## src/growing_slot_pool_allocator_defines.svh

```systemverilog
// Assertion macros shared by the slot pool allocator modules.
`ifndef GROWING_SLOT_POOL_ALLOCATOR_DEFINES_SVH
`define GROWING_SLOT_POOL_ALLOCATOR_DEFINES_SVH

// Same-cycle implication, disabled while reset is asserted.
`define GSPA_ASSERT_IMP(name, clk, rst_n, ante, cons) \
    name: assert property (@(posedge clk) disable iff (!rst_n) (ante) |-> (cons)) \
        else $error("gspa: same-cycle check failed");

// Next-cycle implication, disabled while reset is asserted.
`define GSPA_ASSERT_NEXT(name, clk, rst_n, ante, cons) \
    name: assert property (@(posedge clk) disable iff (!rst_n) (ante) |=> (cons)) \
        else $error("gspa: next-cycle check failed");

`endif

```

## src/gspa_pkg.sv

```systemverilog
// Types, codes and constants shared by the slot pool allocator modules.
package gspa_pkg;

    // Default number of hardware slots.
    localparam int SLOT_COUNT_DEF = 1024;
    // Growth size at start-up and when the grow step register reads zero.
    localparam int DEFAULT_STEP = 32;

    // Fixed field widths.
    localparam int HANDLE_W  = 10;
    localparam int CNT_W     = 11;
    localparam int SEQ_W     = 64;
    localparam int GUARD_W   = 32;
    localparam int CFG_IDX_W = 2;

    // Request codes.
    localparam logic REQ_ALLOC = 1'b0;
    localparam logic REQ_FREE  = 1'b1;

    // Configuration register indexes.
    localparam logic [CFG_IDX_W-1:0] CFG_GROW_STEP = 2'd0;
    localparam logic [CFG_IDX_W-1:0] CFG_CAP_LIMIT = 2'd1;

    typedef enum logic [1:0] {
        STAT_OK          = 2'd0,
        STAT_EXHAUSTED   = 2'd1,
        STAT_BAD_HANDLE  = 2'd2,
        STAT_DOUBLE_FREE = 2'd3
    } status_t;

    typedef enum logic [2:0] {
        ST_INIT,
        ST_IDLE,
        ST_GROW,
        ST_RD,
        ST_EXEC
    } state_t;

    typedef struct packed {
        logic                req_type;
        logic [HANDLE_W-1:0] slot_handle;
    } req_t;

    typedef struct packed {
        status_t             status;
        logic [HANDLE_W-1:0] granted_slot;
        logic [SEQ_W-1:0]    grant_sequence;
        logic [CNT_W-1:0]    in_use_count;
        logic [CNT_W-1:0]    free_count;
        logic [CNT_W-1:0]    created_count;
        logic [GUARD_W-1:0]  guard_failures;
    } rsp_t;

    typedef struct packed {
        logic [CNT_W-1:0] grow_step;
        logic [CNT_W-1:0] capacity_limit;
    } cfg_t;

endpackage

```

## src/gspa_ctrl.sv

```systemverilog
// Sequencer and counters of the slot pool allocator: growth, pop, push and result register.
`include "growing_slot_pool_allocator_defines.svh"

module gspa_ctrl #(
    parameter int SLOT_COUNT = gspa_pkg::SLOT_COUNT_DEF,
    localparam int IW = $clog2(SLOT_COUNT)
) (
    input  logic            aclk,
    input  logic            aresetn,
    input  gspa_pkg::cfg_t  cfg,
    input  logic            s_valid,
    output logic            s_ready,
    input  gspa_pkg::req_t  s_data,
    output logic            m_valid,
    input  logic            m_ready,
    output gspa_pkg::rsp_t  m_data,
    // Free stack memory port.
    output logic            stk_we,
    output logic [IW-1:0]   stk_waddr,
    output logic [IW-1:0]   stk_wdata,
    output logic            stk_re,
    output logic [IW-1:0]   stk_raddr,
    input  logic [IW-1:0]   stk_rdata,
    // Active mark memory port.
    output logic            act_we,
    output logic [IW-1:0]   act_waddr,
    output logic            act_wdata,
    output logic            act_re,
    output logic [IW-1:0]   act_raddr,
    input  logic            act_rdata
);

    import gspa_pkg::*;

    localparam int CW = $clog2(SLOT_COUNT + 1);
    localparam int KW = (CW > CNT_W) ? CW : CNT_W;
    localparam int START_N = (DEFAULT_STEP < SLOT_COUNT) ? DEFAULT_STEP : SLOT_COUNT;

    state_t               state_reg, state_next;
    logic [CW-1:0]        depth_reg, depth_next;
    logic [CW-1:0]        created_reg, created_next;
    logic [CW-1:0]        inuse_reg, inuse_next;
    logic [CW-1:0]        grow_left_reg, grow_left_next;
    logic [SEQ_W-1:0]     seq_reg, seq_next;
    logic [GUARD_W-1:0]   guard_reg, guard_next;
    logic                 out_valid_reg, out_valid_next;
    rsp_t                 out_data_reg, out_data_next;
    req_t                 req_reg, req_next;

    logic [KW-1:0]        slot_max;
    logic [KW-1:0]        step_eff;
    logic [KW-1:0]        lim_eff;
    logic [KW-1:0]        created_k;
    logic [KW-1:0]        room;
    logic [KW-1:0]        grow_n;
    logic [KW-1:0]        handle_k;
    logic                 can_grow;
    logic                 grow_act;
    logic                 exec_fire;
    logic                 accept;
    logic                 need_grow;
    logic                 alloc_ok;
    logic                 free_bad;
    logic                 free_ok;
    logic                 is_alloc;

    // Effective growth size and capacity limit.
    always_comb begin
        slot_max = KW'(SLOT_COUNT);
        step_eff = KW'(cfg.grow_step);
        if (cfg.grow_step == '0) begin
            step_eff = KW'(DEFAULT_STEP);
        end
        if (step_eff > slot_max) begin
            step_eff = slot_max;
        end
        lim_eff = KW'(cfg.capacity_limit);
        if (cfg.capacity_limit == '0 || lim_eff > slot_max) begin
            lim_eff = slot_max;
        end
        created_k = KW'(created_reg);
        can_grow  = created_k < lim_eff;
        room      = lim_eff - created_k;
        grow_n    = (step_eff < room) ? step_eff : room;
    end

    // Request classification.
    always_comb begin
        accept    = (state_reg == ST_IDLE) && s_valid;
        need_grow = (s_data.req_type == REQ_ALLOC) && (depth_reg == '0) && can_grow;
        exec_fire = (state_reg == ST_EXEC) && (!out_valid_reg || m_ready);
        grow_act  = (state_reg == ST_INIT) || (state_reg == ST_GROW);
        is_alloc  = req_reg.req_type == REQ_ALLOC;
        handle_k  = KW'(req_reg.slot_handle);
        alloc_ok  = is_alloc && (depth_reg != '0);
        free_bad  = !is_alloc && ((handle_k >= created_k) || (handle_k >= slot_max));
        free_ok   = !is_alloc && !free_bad && act_rdata;
    end

    // Next state.
    always_comb begin
        state_next = state_reg;
        case (state_reg)
            ST_INIT: begin
                if (grow_left_reg == CW'(1)) begin
                    state_next = ST_IDLE;
                end
            end
            ST_IDLE: begin
                if (s_valid) begin
                    state_next = need_grow ? ST_GROW : ST_EXEC;
                end
            end
            ST_GROW: begin
                if (grow_left_reg == CW'(1)) begin
                    state_next = ST_RD;
                end
            end
            ST_RD: begin
                state_next = ST_EXEC;
            end
            ST_EXEC: begin
                if (!out_valid_reg || m_ready) begin
                    state_next = ST_IDLE;
                end
            end
            default: begin
                state_next = ST_IDLE;
            end
        endcase
    end

    // Handshake and memory port outputs.
    always_comb begin
        s_ready   = state_reg == ST_IDLE;
        m_valid   = out_valid_reg;
        m_data    = out_data_reg;

        // Top of stack is read on acceptance and again after a growth.
        stk_re    = accept || (state_reg == ST_RD);
        stk_raddr = IW'(depth_reg - CW'(1));
        act_re    = accept;
        act_raddr = IW'(s_data.slot_handle);

        stk_we    = grow_act || (exec_fire && free_ok && (KW'(depth_reg) < slot_max));
        stk_waddr = IW'(depth_reg);
        stk_wdata = grow_act ? IW'(created_reg) : IW'(req_reg.slot_handle);

        act_we    = grow_act || (exec_fire && (alloc_ok || free_ok));
        act_waddr = IW'(req_reg.slot_handle);
        act_wdata = 1'b0;
        if (grow_act) begin
            act_waddr = IW'(created_reg);
        end else if (is_alloc) begin
            act_waddr = stk_rdata;
            act_wdata = 1'b1;
        end
    end

    // Counter updates and result assembly.
    always_comb begin
        depth_next     = depth_reg;
        created_next   = created_reg;
        inuse_next     = inuse_reg;
        grow_left_next = grow_left_reg;
        seq_next       = seq_reg;
        guard_next     = guard_reg;
        req_next       = req_reg;
        out_valid_next = out_valid_reg && !m_ready;
        out_data_next  = out_data_reg;

        // Each growth cycle creates one slot and pushes it.
        if (grow_act) begin
            depth_next     = depth_reg + CW'(1);
            created_next   = created_reg + CW'(1);
            grow_left_next = grow_left_reg - CW'(1);
        end

        if (accept) begin
            req_next = s_data;
            if (need_grow) begin
                grow_left_next = CW'(grow_n);
            end
        end

        if (exec_fire) begin
            out_valid_next               = 1'b1;
            out_data_next.status         = STAT_OK;
            out_data_next.granted_slot   = '0;
            out_data_next.grant_sequence = '0;
            if (is_alloc) begin
                if (alloc_ok) begin
                    depth_next                   = depth_reg - CW'(1);
                    inuse_next                   = inuse_reg + CW'(1);
                    seq_next                     = seq_reg + SEQ_W'(1);
                    out_data_next.granted_slot   = HANDLE_W'(stk_rdata);
                    out_data_next.grant_sequence = seq_reg + SEQ_W'(1);
                end else begin
                    out_data_next.status = STAT_EXHAUSTED;
                end
            end else if (free_bad) begin
                out_data_next.status = STAT_BAD_HANDLE;
                if (guard_reg != '1) begin
                    guard_next = guard_reg + GUARD_W'(1);
                end
            end else if (!free_ok) begin
                out_data_next.status = STAT_DOUBLE_FREE;
            end else begin
                if (KW'(depth_reg) < slot_max) begin
                    depth_next = depth_reg + CW'(1);
                end
                if (inuse_reg != '0) begin
                    inuse_next = inuse_reg - CW'(1);
                end
            end
            out_data_next.in_use_count   = CNT_W'(inuse_next);
            out_data_next.free_count     = CNT_W'(depth_next);
            out_data_next.created_count  = CNT_W'(created_next);
            out_data_next.guard_failures = guard_next;
        end
    end

    // Control registers; reset starts the initial growth.
    always_ff @(posedge aclk) begin
        if (!aresetn) begin
            state_reg     <= ST_INIT;
            depth_reg     <= '0;
            created_reg   <= '0;
            inuse_reg     <= '0;
            grow_left_reg <= CW'(START_N);
            seq_reg       <= '0;
            guard_reg     <= '0;
            out_valid_reg <= 1'b0;
        end else begin
            state_reg     <= state_next;
            depth_reg     <= depth_next;
            created_reg   <= created_next;
            inuse_reg     <= inuse_next;
            grow_left_reg <= grow_left_next;
            seq_reg       <= seq_next;
            guard_reg     <= guard_next;
            out_valid_reg <= out_valid_next;
        end
    end

    // Payload registers.
    always_ff @(posedge aclk) begin
        out_data_reg <= out_data_next;
        req_reg      <= req_next;
    end

    // Every created slot is either on the free stack or in use.
    `GSPA_ASSERT_IMP(a_slot_balance, aclk, aresetn, 1'b1, ((CW+1)'(depth_reg) + (CW+1)'(inuse_reg)) == (CW+1)'(created_reg))
    // The pool never grows past the hardware slot count.
    `GSPA_ASSERT_IMP(a_created_max, aclk, aresetn, 1'b1, created_reg <= CW'(SLOT_COUNT))
    // An accepted request goes straight to growth or execution.
    `GSPA_ASSERT_NEXT(a_accept_flow, aclk, aresetn, accept, (state_reg == ST_GROW) || (state_reg == ST_EXEC))
    // Only a successful grant carries a slot and a sequence stamp.
    `GSPA_ASSERT_IMP(a_grant_zero, aclk, aresetn, m_valid && (m_data.status != STAT_OK), (m_data.grant_sequence == '0) && (m_data.granted_slot == '0))

endmodule

```

## config.mk

```make
export PLATFORM = sky130hd
export DESIGN_NAME = gspa_ctrl
export DESIGN_NICKNAME = d
export VERILOG_FILES = /design/src/gspa_pkg.sv /design/src/gspa_ctrl.sv
export VERILOG_INCLUDE_DIRS = /design/src /design/src/src
export SDC_FILE = /design/constraint.sdc
export NUM_CORES = 1
export LEC_CHECK = 0
export CAP_MARGIN = 0
export CORE_MARGIN = 10
export CORE_UTILIZATION = 55
export DETAILED_ROUTE_END_ITERATION = 7
export DONT_BUFFER_PORTS = 1
export PLACE_DENSITY = 0.71
export SLEW_MARGIN = 15
export SYNTH_ARGS = -nofsm -noshare
export SYNTH_HDL_FRONTEND = slang
export SYNTH_SLANG_ARGS = --single-unit
```

## constraint.sdc

```tcl
create_clock -name aclk -period 7.48 [get_ports aclk]
set_input_delay 1.122 -clock aclk [delete_from_list [all_inputs] [get_ports aclk]]
set_output_delay 1.122 -clock aclk [all_outputs]
set_load 0.01 [all_outputs]
```

# == Word-level counts from Yosys, hierarchy flattened ==
# Index checks and enable logic that the tools add are counted.
# totals
regBits,296
in_bits,48
output_inout_bits,198
# classes
add_sub_neg,9
n_lt_le_gt_ge,7
n_eq_ne,10
muxes,39
bitwise,3
n_reduce_logical,32
# op_table
op,n
$mux W11,20
$mux W32,3
$add A64 B1 Y64 const B,1
$add A11 B1 Y11 const B,3
$logic_not A11 Y1,3
$sub A11 B1 Y11 const B,3
$add A32 B1 Y32 const B,1
$ne A32 B32 Y1 const B,1
$mux W10,3
$gt A11 B11 Y1 const B,2
$lt A11 B11 Y1,2
$reduce_bool A11 Y1,2
$mux W3,5
$pmux W3 S5,1
$logic_and A1 B1 Y1,12
$eq A11 B1 Y1 const B,1
$ge A10 B11 Y1,1
$ge A10 B11 Y1 const B,1
$lt A11 B11 Y1 const B,1
$sub A11 B11 Y11,1
$logic_or A1 B1 Y1,8
$eq A3 B2 Y1 const B,2
$mux W2,3
$ne A2 B1 Y1 const B,3
10 further kinds,17

# == Logic depth before layout (Yosys ltp) ==
# logic_depth
ltp_word,10
ltp_mapped,18
mapped_depth_nobuf,16

# == Least setup slack after synthesis ==
# OpenSTA, ideal clock, no wires.
# synth_path
path_kind,input to register
from,input port m_ready
to,register inuse_reg[0]
arrival_time_ns,6.637
required_time_ns,7.340
slack_ns,0.702
cell_stages,7
cell_sequence,nor2b_1 nand2b_1 inv_1 clkbuf_1 buf_1 o21ai_0 mux2i_1
# synth_via
elab_chain_len,2
# synth_rtl
element,line,rtl
"start, declared",gspa_ctrl.sv:15,"input logic m_ready,"
$logic_or A1 B1 Y1,gspa_ctrl.sv:91,exec_fire = (state_reg == ST_EXEC) && (!out_valid_reg || m_ready);
$logic_and A1 B1 Y1,gspa_ctrl.sv:91,
named net exec_fire,gspa_ctrl.sv:59,logic exec_fire;
"end signal, assigned",gspa_ctrl.sv:238,inuse_reg <= inuse_next;
"end, declared",gspa_ctrl.sv:42,"logic [CW-1:0] inuse_reg, inuse_next;"
# The timed path passes the listed nets, and every way through them passes these cells.
# A chain may end at the register's enable or synchronous reset.

# == Worst setup path in the final report ==
# layout_path
from,"register created_reg[0], in the netlist created_k[0]"
to,output port stk_we
# layout_via
elab_chain_len,9
# layout_rtl
element,line,rtl
"start, declared",gspa_ctrl.sv:41,"logic [CW-1:0] created_reg, created_next;"
"start signal, assigned",gspa_ctrl.sv:237,created_reg <= created_next;
$ge A10 B11 Y1,gspa_ctrl.sv:96,free_bad = !is_alloc && ((handle_k >= created_k) || (handle_k >= slot_max));
$logic_or A1 B1 Y1,gspa_ctrl.sv:96,
$logic_and A1 B1 Y1,gspa_ctrl.sv:96,
$logic_not A1 Y1,gspa_ctrl.sv:97,free_ok = !is_alloc && !free_bad && act_rdata;
$logic_and A1 B1 Y1 (2 in a row),gspa_ctrl.sv:97,
$logic_and A1 B1 Y1 (2 in a row),gspa_ctrl.sv:145,stk_we = grow_act || (exec_fire && free_ok && (KW'(depth_reg) < slot_max));
$logic_or A1 B1 Y1,gspa_ctrl.sv:145,
"end, declared",gspa_ctrl.sv:18,"output logic stk_we,"
# Every way passes these cells.

==> impl_metrics.py <==
metrics = {
    "run_status": {
        "outcome": "completed",
    },
    "critical_path": {
        "setup.reg_to_reg.worst_slack_ns": 3.41,
        "crit_fanout": 15,
        "r2r_cells": 15,
        "timing.rr.start": "created_k[0]$_SDFF_PN0_",
        "critPathArrivalTime_ns": 3.44,
        "worst_setup_path_start_kind": "flop",
        "cp_data_required_time_ns": 6.36,
        "r2r-end": "grow_left_reg[9]$_SDFF_PN0_",
        "timing_worst_setup_path_type": "flop to primary output",
        "worstSetupEndpointType": "primary output",
    },
    "synthesis": {
        "post_synth.cell_area_avg_um2": 9.33,
        "synth-main-ff-cell": "edfxtp_1",
        "synth_area_mm2": 0.0161,
        "synth-seq-cells": 296,
        "synth_cell_type_count": 71,
        "synthesis.yosys.warnings": 0,
        "synthesized_instance_count": 1731,
        "postSynth.asyncResetShare_pct": 0,
        "synth.yosys.seq_area_share_pct": 46.1,
        "synthesis.nets": 1821,
        "edff_count_synth": 152,
    },
    "clock_tree": {
        "insertion_delay_ns": 0.56,
        "cts_buffers": 31,
        "cts_hold_buffers": 0,
        "clk_pin_slew_worst_paths_ns": 0.06,
        "cts_resized": 0,
        "clock_tree.htree_level_count": 1,
        "post-cts-setup-buffers": 0,
        "cts_tree": "done",
        "clock_sink_count": 296,
        "root_buffer": "clkbuf_16",
        "ctsLongestPathBuffers": 3,
    },
    "hold_path": {
        "hold-path-endpoint": "seq_reg[1]$_SDFFE_PN0P_",
        "worstHoldPathType": "flop to flop",
        "hold_path_stages": 2,
        "worstHoldStart": "seq_reg[1]$_SDFFE_PN0P_",
    },
    "power": {
        "intPower_mw": 2.83,
        "finalPower_mw": 3.95,
        "power.switching_fraction_pct": 28.3,
        "power.sequential.fraction_pct": 46.4,
        "p_per_area_mw_per_mm2": 231,
        "power_frac_clock_pct": 38.6,
        "peak_vdd_ir_mv": 0.196,
        "power.combinational.fraction_pct": 15.0,
        "p_leak_nw": 5.78,
        "power.net_switching_mw": 1.12,
    },
    "floorplan": {
        "floorplan.initialDensity_pct": 55.9,
        "core_area_mm2": 0.0289,
        "fp-row-count": 62,
        "fp.dieArea_mm2": 0.0366,
        "boundaryPins": 246,
        "die_h_um": 191,
        "die_width_um": 191,
    },
    "global_routing": {
        "grt_first_pass_wirelength_um": 62900,
        "use_met3_pct": 4.45,
        "initial_antenna_violation_count": 1,
        "global_route.usage.total_pct": 21.0,
        "grt.busiest_layer": "met2",
        "global_route.usage.met1_pct": 28.0,
        "first_global_vias": 11424,
        "gr-usage-met2_pct": 33.7,
        "largest_net_degree_at_the_start_of_global_routing": 106,
        "gr-total-overflow": 0,
    },
    "placement": {
        "placedCellCount": 2006,
        "gp_routability_congestion": 0.926,
        "detailedPlace.worstSlack_ns": 2.71,
        "placed_area_mm2": 0.0161,
        "hpwl_um": 27800,
        "buffer_ports.inserted": 0,
    },
    "timing": {
        "final.setup.tns_ns": 0,
        "least_setup_slack_across_all_paths_after_layout_ns": 2.92,
        "fin_hold_ws_ns": 0.497,
        "maximum_clock_frequency_mhz": 219,
        "fin_worst_skew_ns": 0.0202,
        "maxSlewHeadroom_pct": 29.1,
        "final.period_utilization_pct": 61.0,
        "finalHoldViolations": 0,
        "fin_crit_ns": 4.56,
        "setup_violations": 0,
        "max_slew.worst_pin.slew_ns": 1.06,
        "final-max-slew-violation-count": 0,
        "grt_setup_unrepaired": "no",
    },
    "final_layout": {
        "post_route_cells_drive_above_1_share_pct": 5.24,
        "final_common_cell": "nand2_1",
        "area_growth_pct": 5.91,
        "antenna-diode-count": 0,
        "final_stage_net_count": 1745,
        "fin_area_mm2": 0.0171,
        "largest_register_ff_count": 141,
        "final_core_utilization_pct": 59.3,
        "layout.cells.non_filler": 2062,
        "final_cell_mix": "204 x nand2_1, 199 x nor2_1, 152 x edfxtp_1",
    },
    "flow_run": {
        "cap_viol_max_count": 0,
    },
    "route": {
        "wire_length_per_cell_after_detailed_routing_um": 19.3,
        "detail-route-antenna-nets": 0,
        "vias": 12084,
        "first_iter_violations": 961,
        "detail_route.drc_violations": 0,
        "route.final.wire_length_um": 39800,
        "vias_per_cell": 5.86,
        "router_iterations_before_antenna_repair": 7,
    },
}
[synthesized netlist by cell type, types with 15 or more instances]
master      n  area (um^2)
nand2_1   204          766
nor2_1    200          751
edfxtp_1  152         4560
dfxtp_1   144         2880
xnor2_1   128         1120
xor2_1     99          867
o21ai_0    67          335
nand4_1    64          400
a21oi_1    61          305
nand3_1    58          290
and2_1     57          357
clkbuf_1   51          191
ha_1       41          513
inv_1      40          150
and3_1     34          213
nor3_1     30          150
buf_2      27          135
nor2b_1    23          144
or3_1      23          144
buf_4      22          165
nand2b_1   22          138
mux2i_1    18          180
and4_1     15          131
[logic make-up after synthesis]
| family | Yosys count | share of synthesized area [%] |
|---|---|---|
| and+or+nand+nor | 780 | 24.1 |
| DFF | 296 | 46.1 |
| xor gates and xnor gates | 227 | 12.3 |
| AOI/OAI and AO/OA | 209 | 8.17 |
| buffers and inverters | 155 | 4.56 |
| adders and majority gates | 42 | 3.30 |
| muxes | 22 | 1.39 |
[layer usage]
layer  vias up  routed length, um
met1      5758              17600
met5         -                 12
met3        63               2830
met4         2               1050
met2       414              18300
li1       5847                  -
[cell type report]
class | instances | area (um^2)
well taps | 384 | 480
repair buffers | 6 | 45.0
multi-input cells | 1280 | 7970
clock buffers | 38 | 812
clock inverters | 18 | 185
inverters | 40 | 155
fillers | 2492 | 11800
flip-flops and latches | 296 | 7450
[power groups by stage]
stage | combinational, mW | sequential, mW | clock, mW
5_1_grt | 0.659 | 1.83 | 1.62
3_5_place_dp | 0.588 | 1.86 | 0
3_3_place_gp | 0.583 | 1.86 | 0
2_1_floorplan | 0.479 | 1.83 | 0
4_1_cts | 0.592 | 1.83 | 1.56
6_report | 0.593 | 1.83 | 1.52
[worst max path at each step]
stage	to	cells after the start	start	slack (ns)
global route	stk_we	8	created_k[1]$_SDFF_PN0_	2.72
CTS	act_we	8	created_k[2]$_SDFF_PN0_	2.96
floorplan	inuse_reg[0]$_SDFFE_PN0P_	7	m_ready	0.70
detailed placement	grow_left_reg[9]$_SDFF_PN0_	16	cfg[10]	2.71
global placement	grow_left_reg[9]$_SDFF_PN0_	16	cfg[10]	2.73
finish	stk_we	7	created_k[0]$_SDFF_PN0_	2.92
[critical path: stages, from the launching register on]
cell and delay [ns]:
dfxtp_1 0.52, ha_1 0.29, nor2b_1 0.14, o21ai_0 0.11
a32oi_1 0.61, and3_1 0.65, nand2_1 0.14, o21ai_0 0.41
No activity file was read; power rests on OpenSTA's default activity.
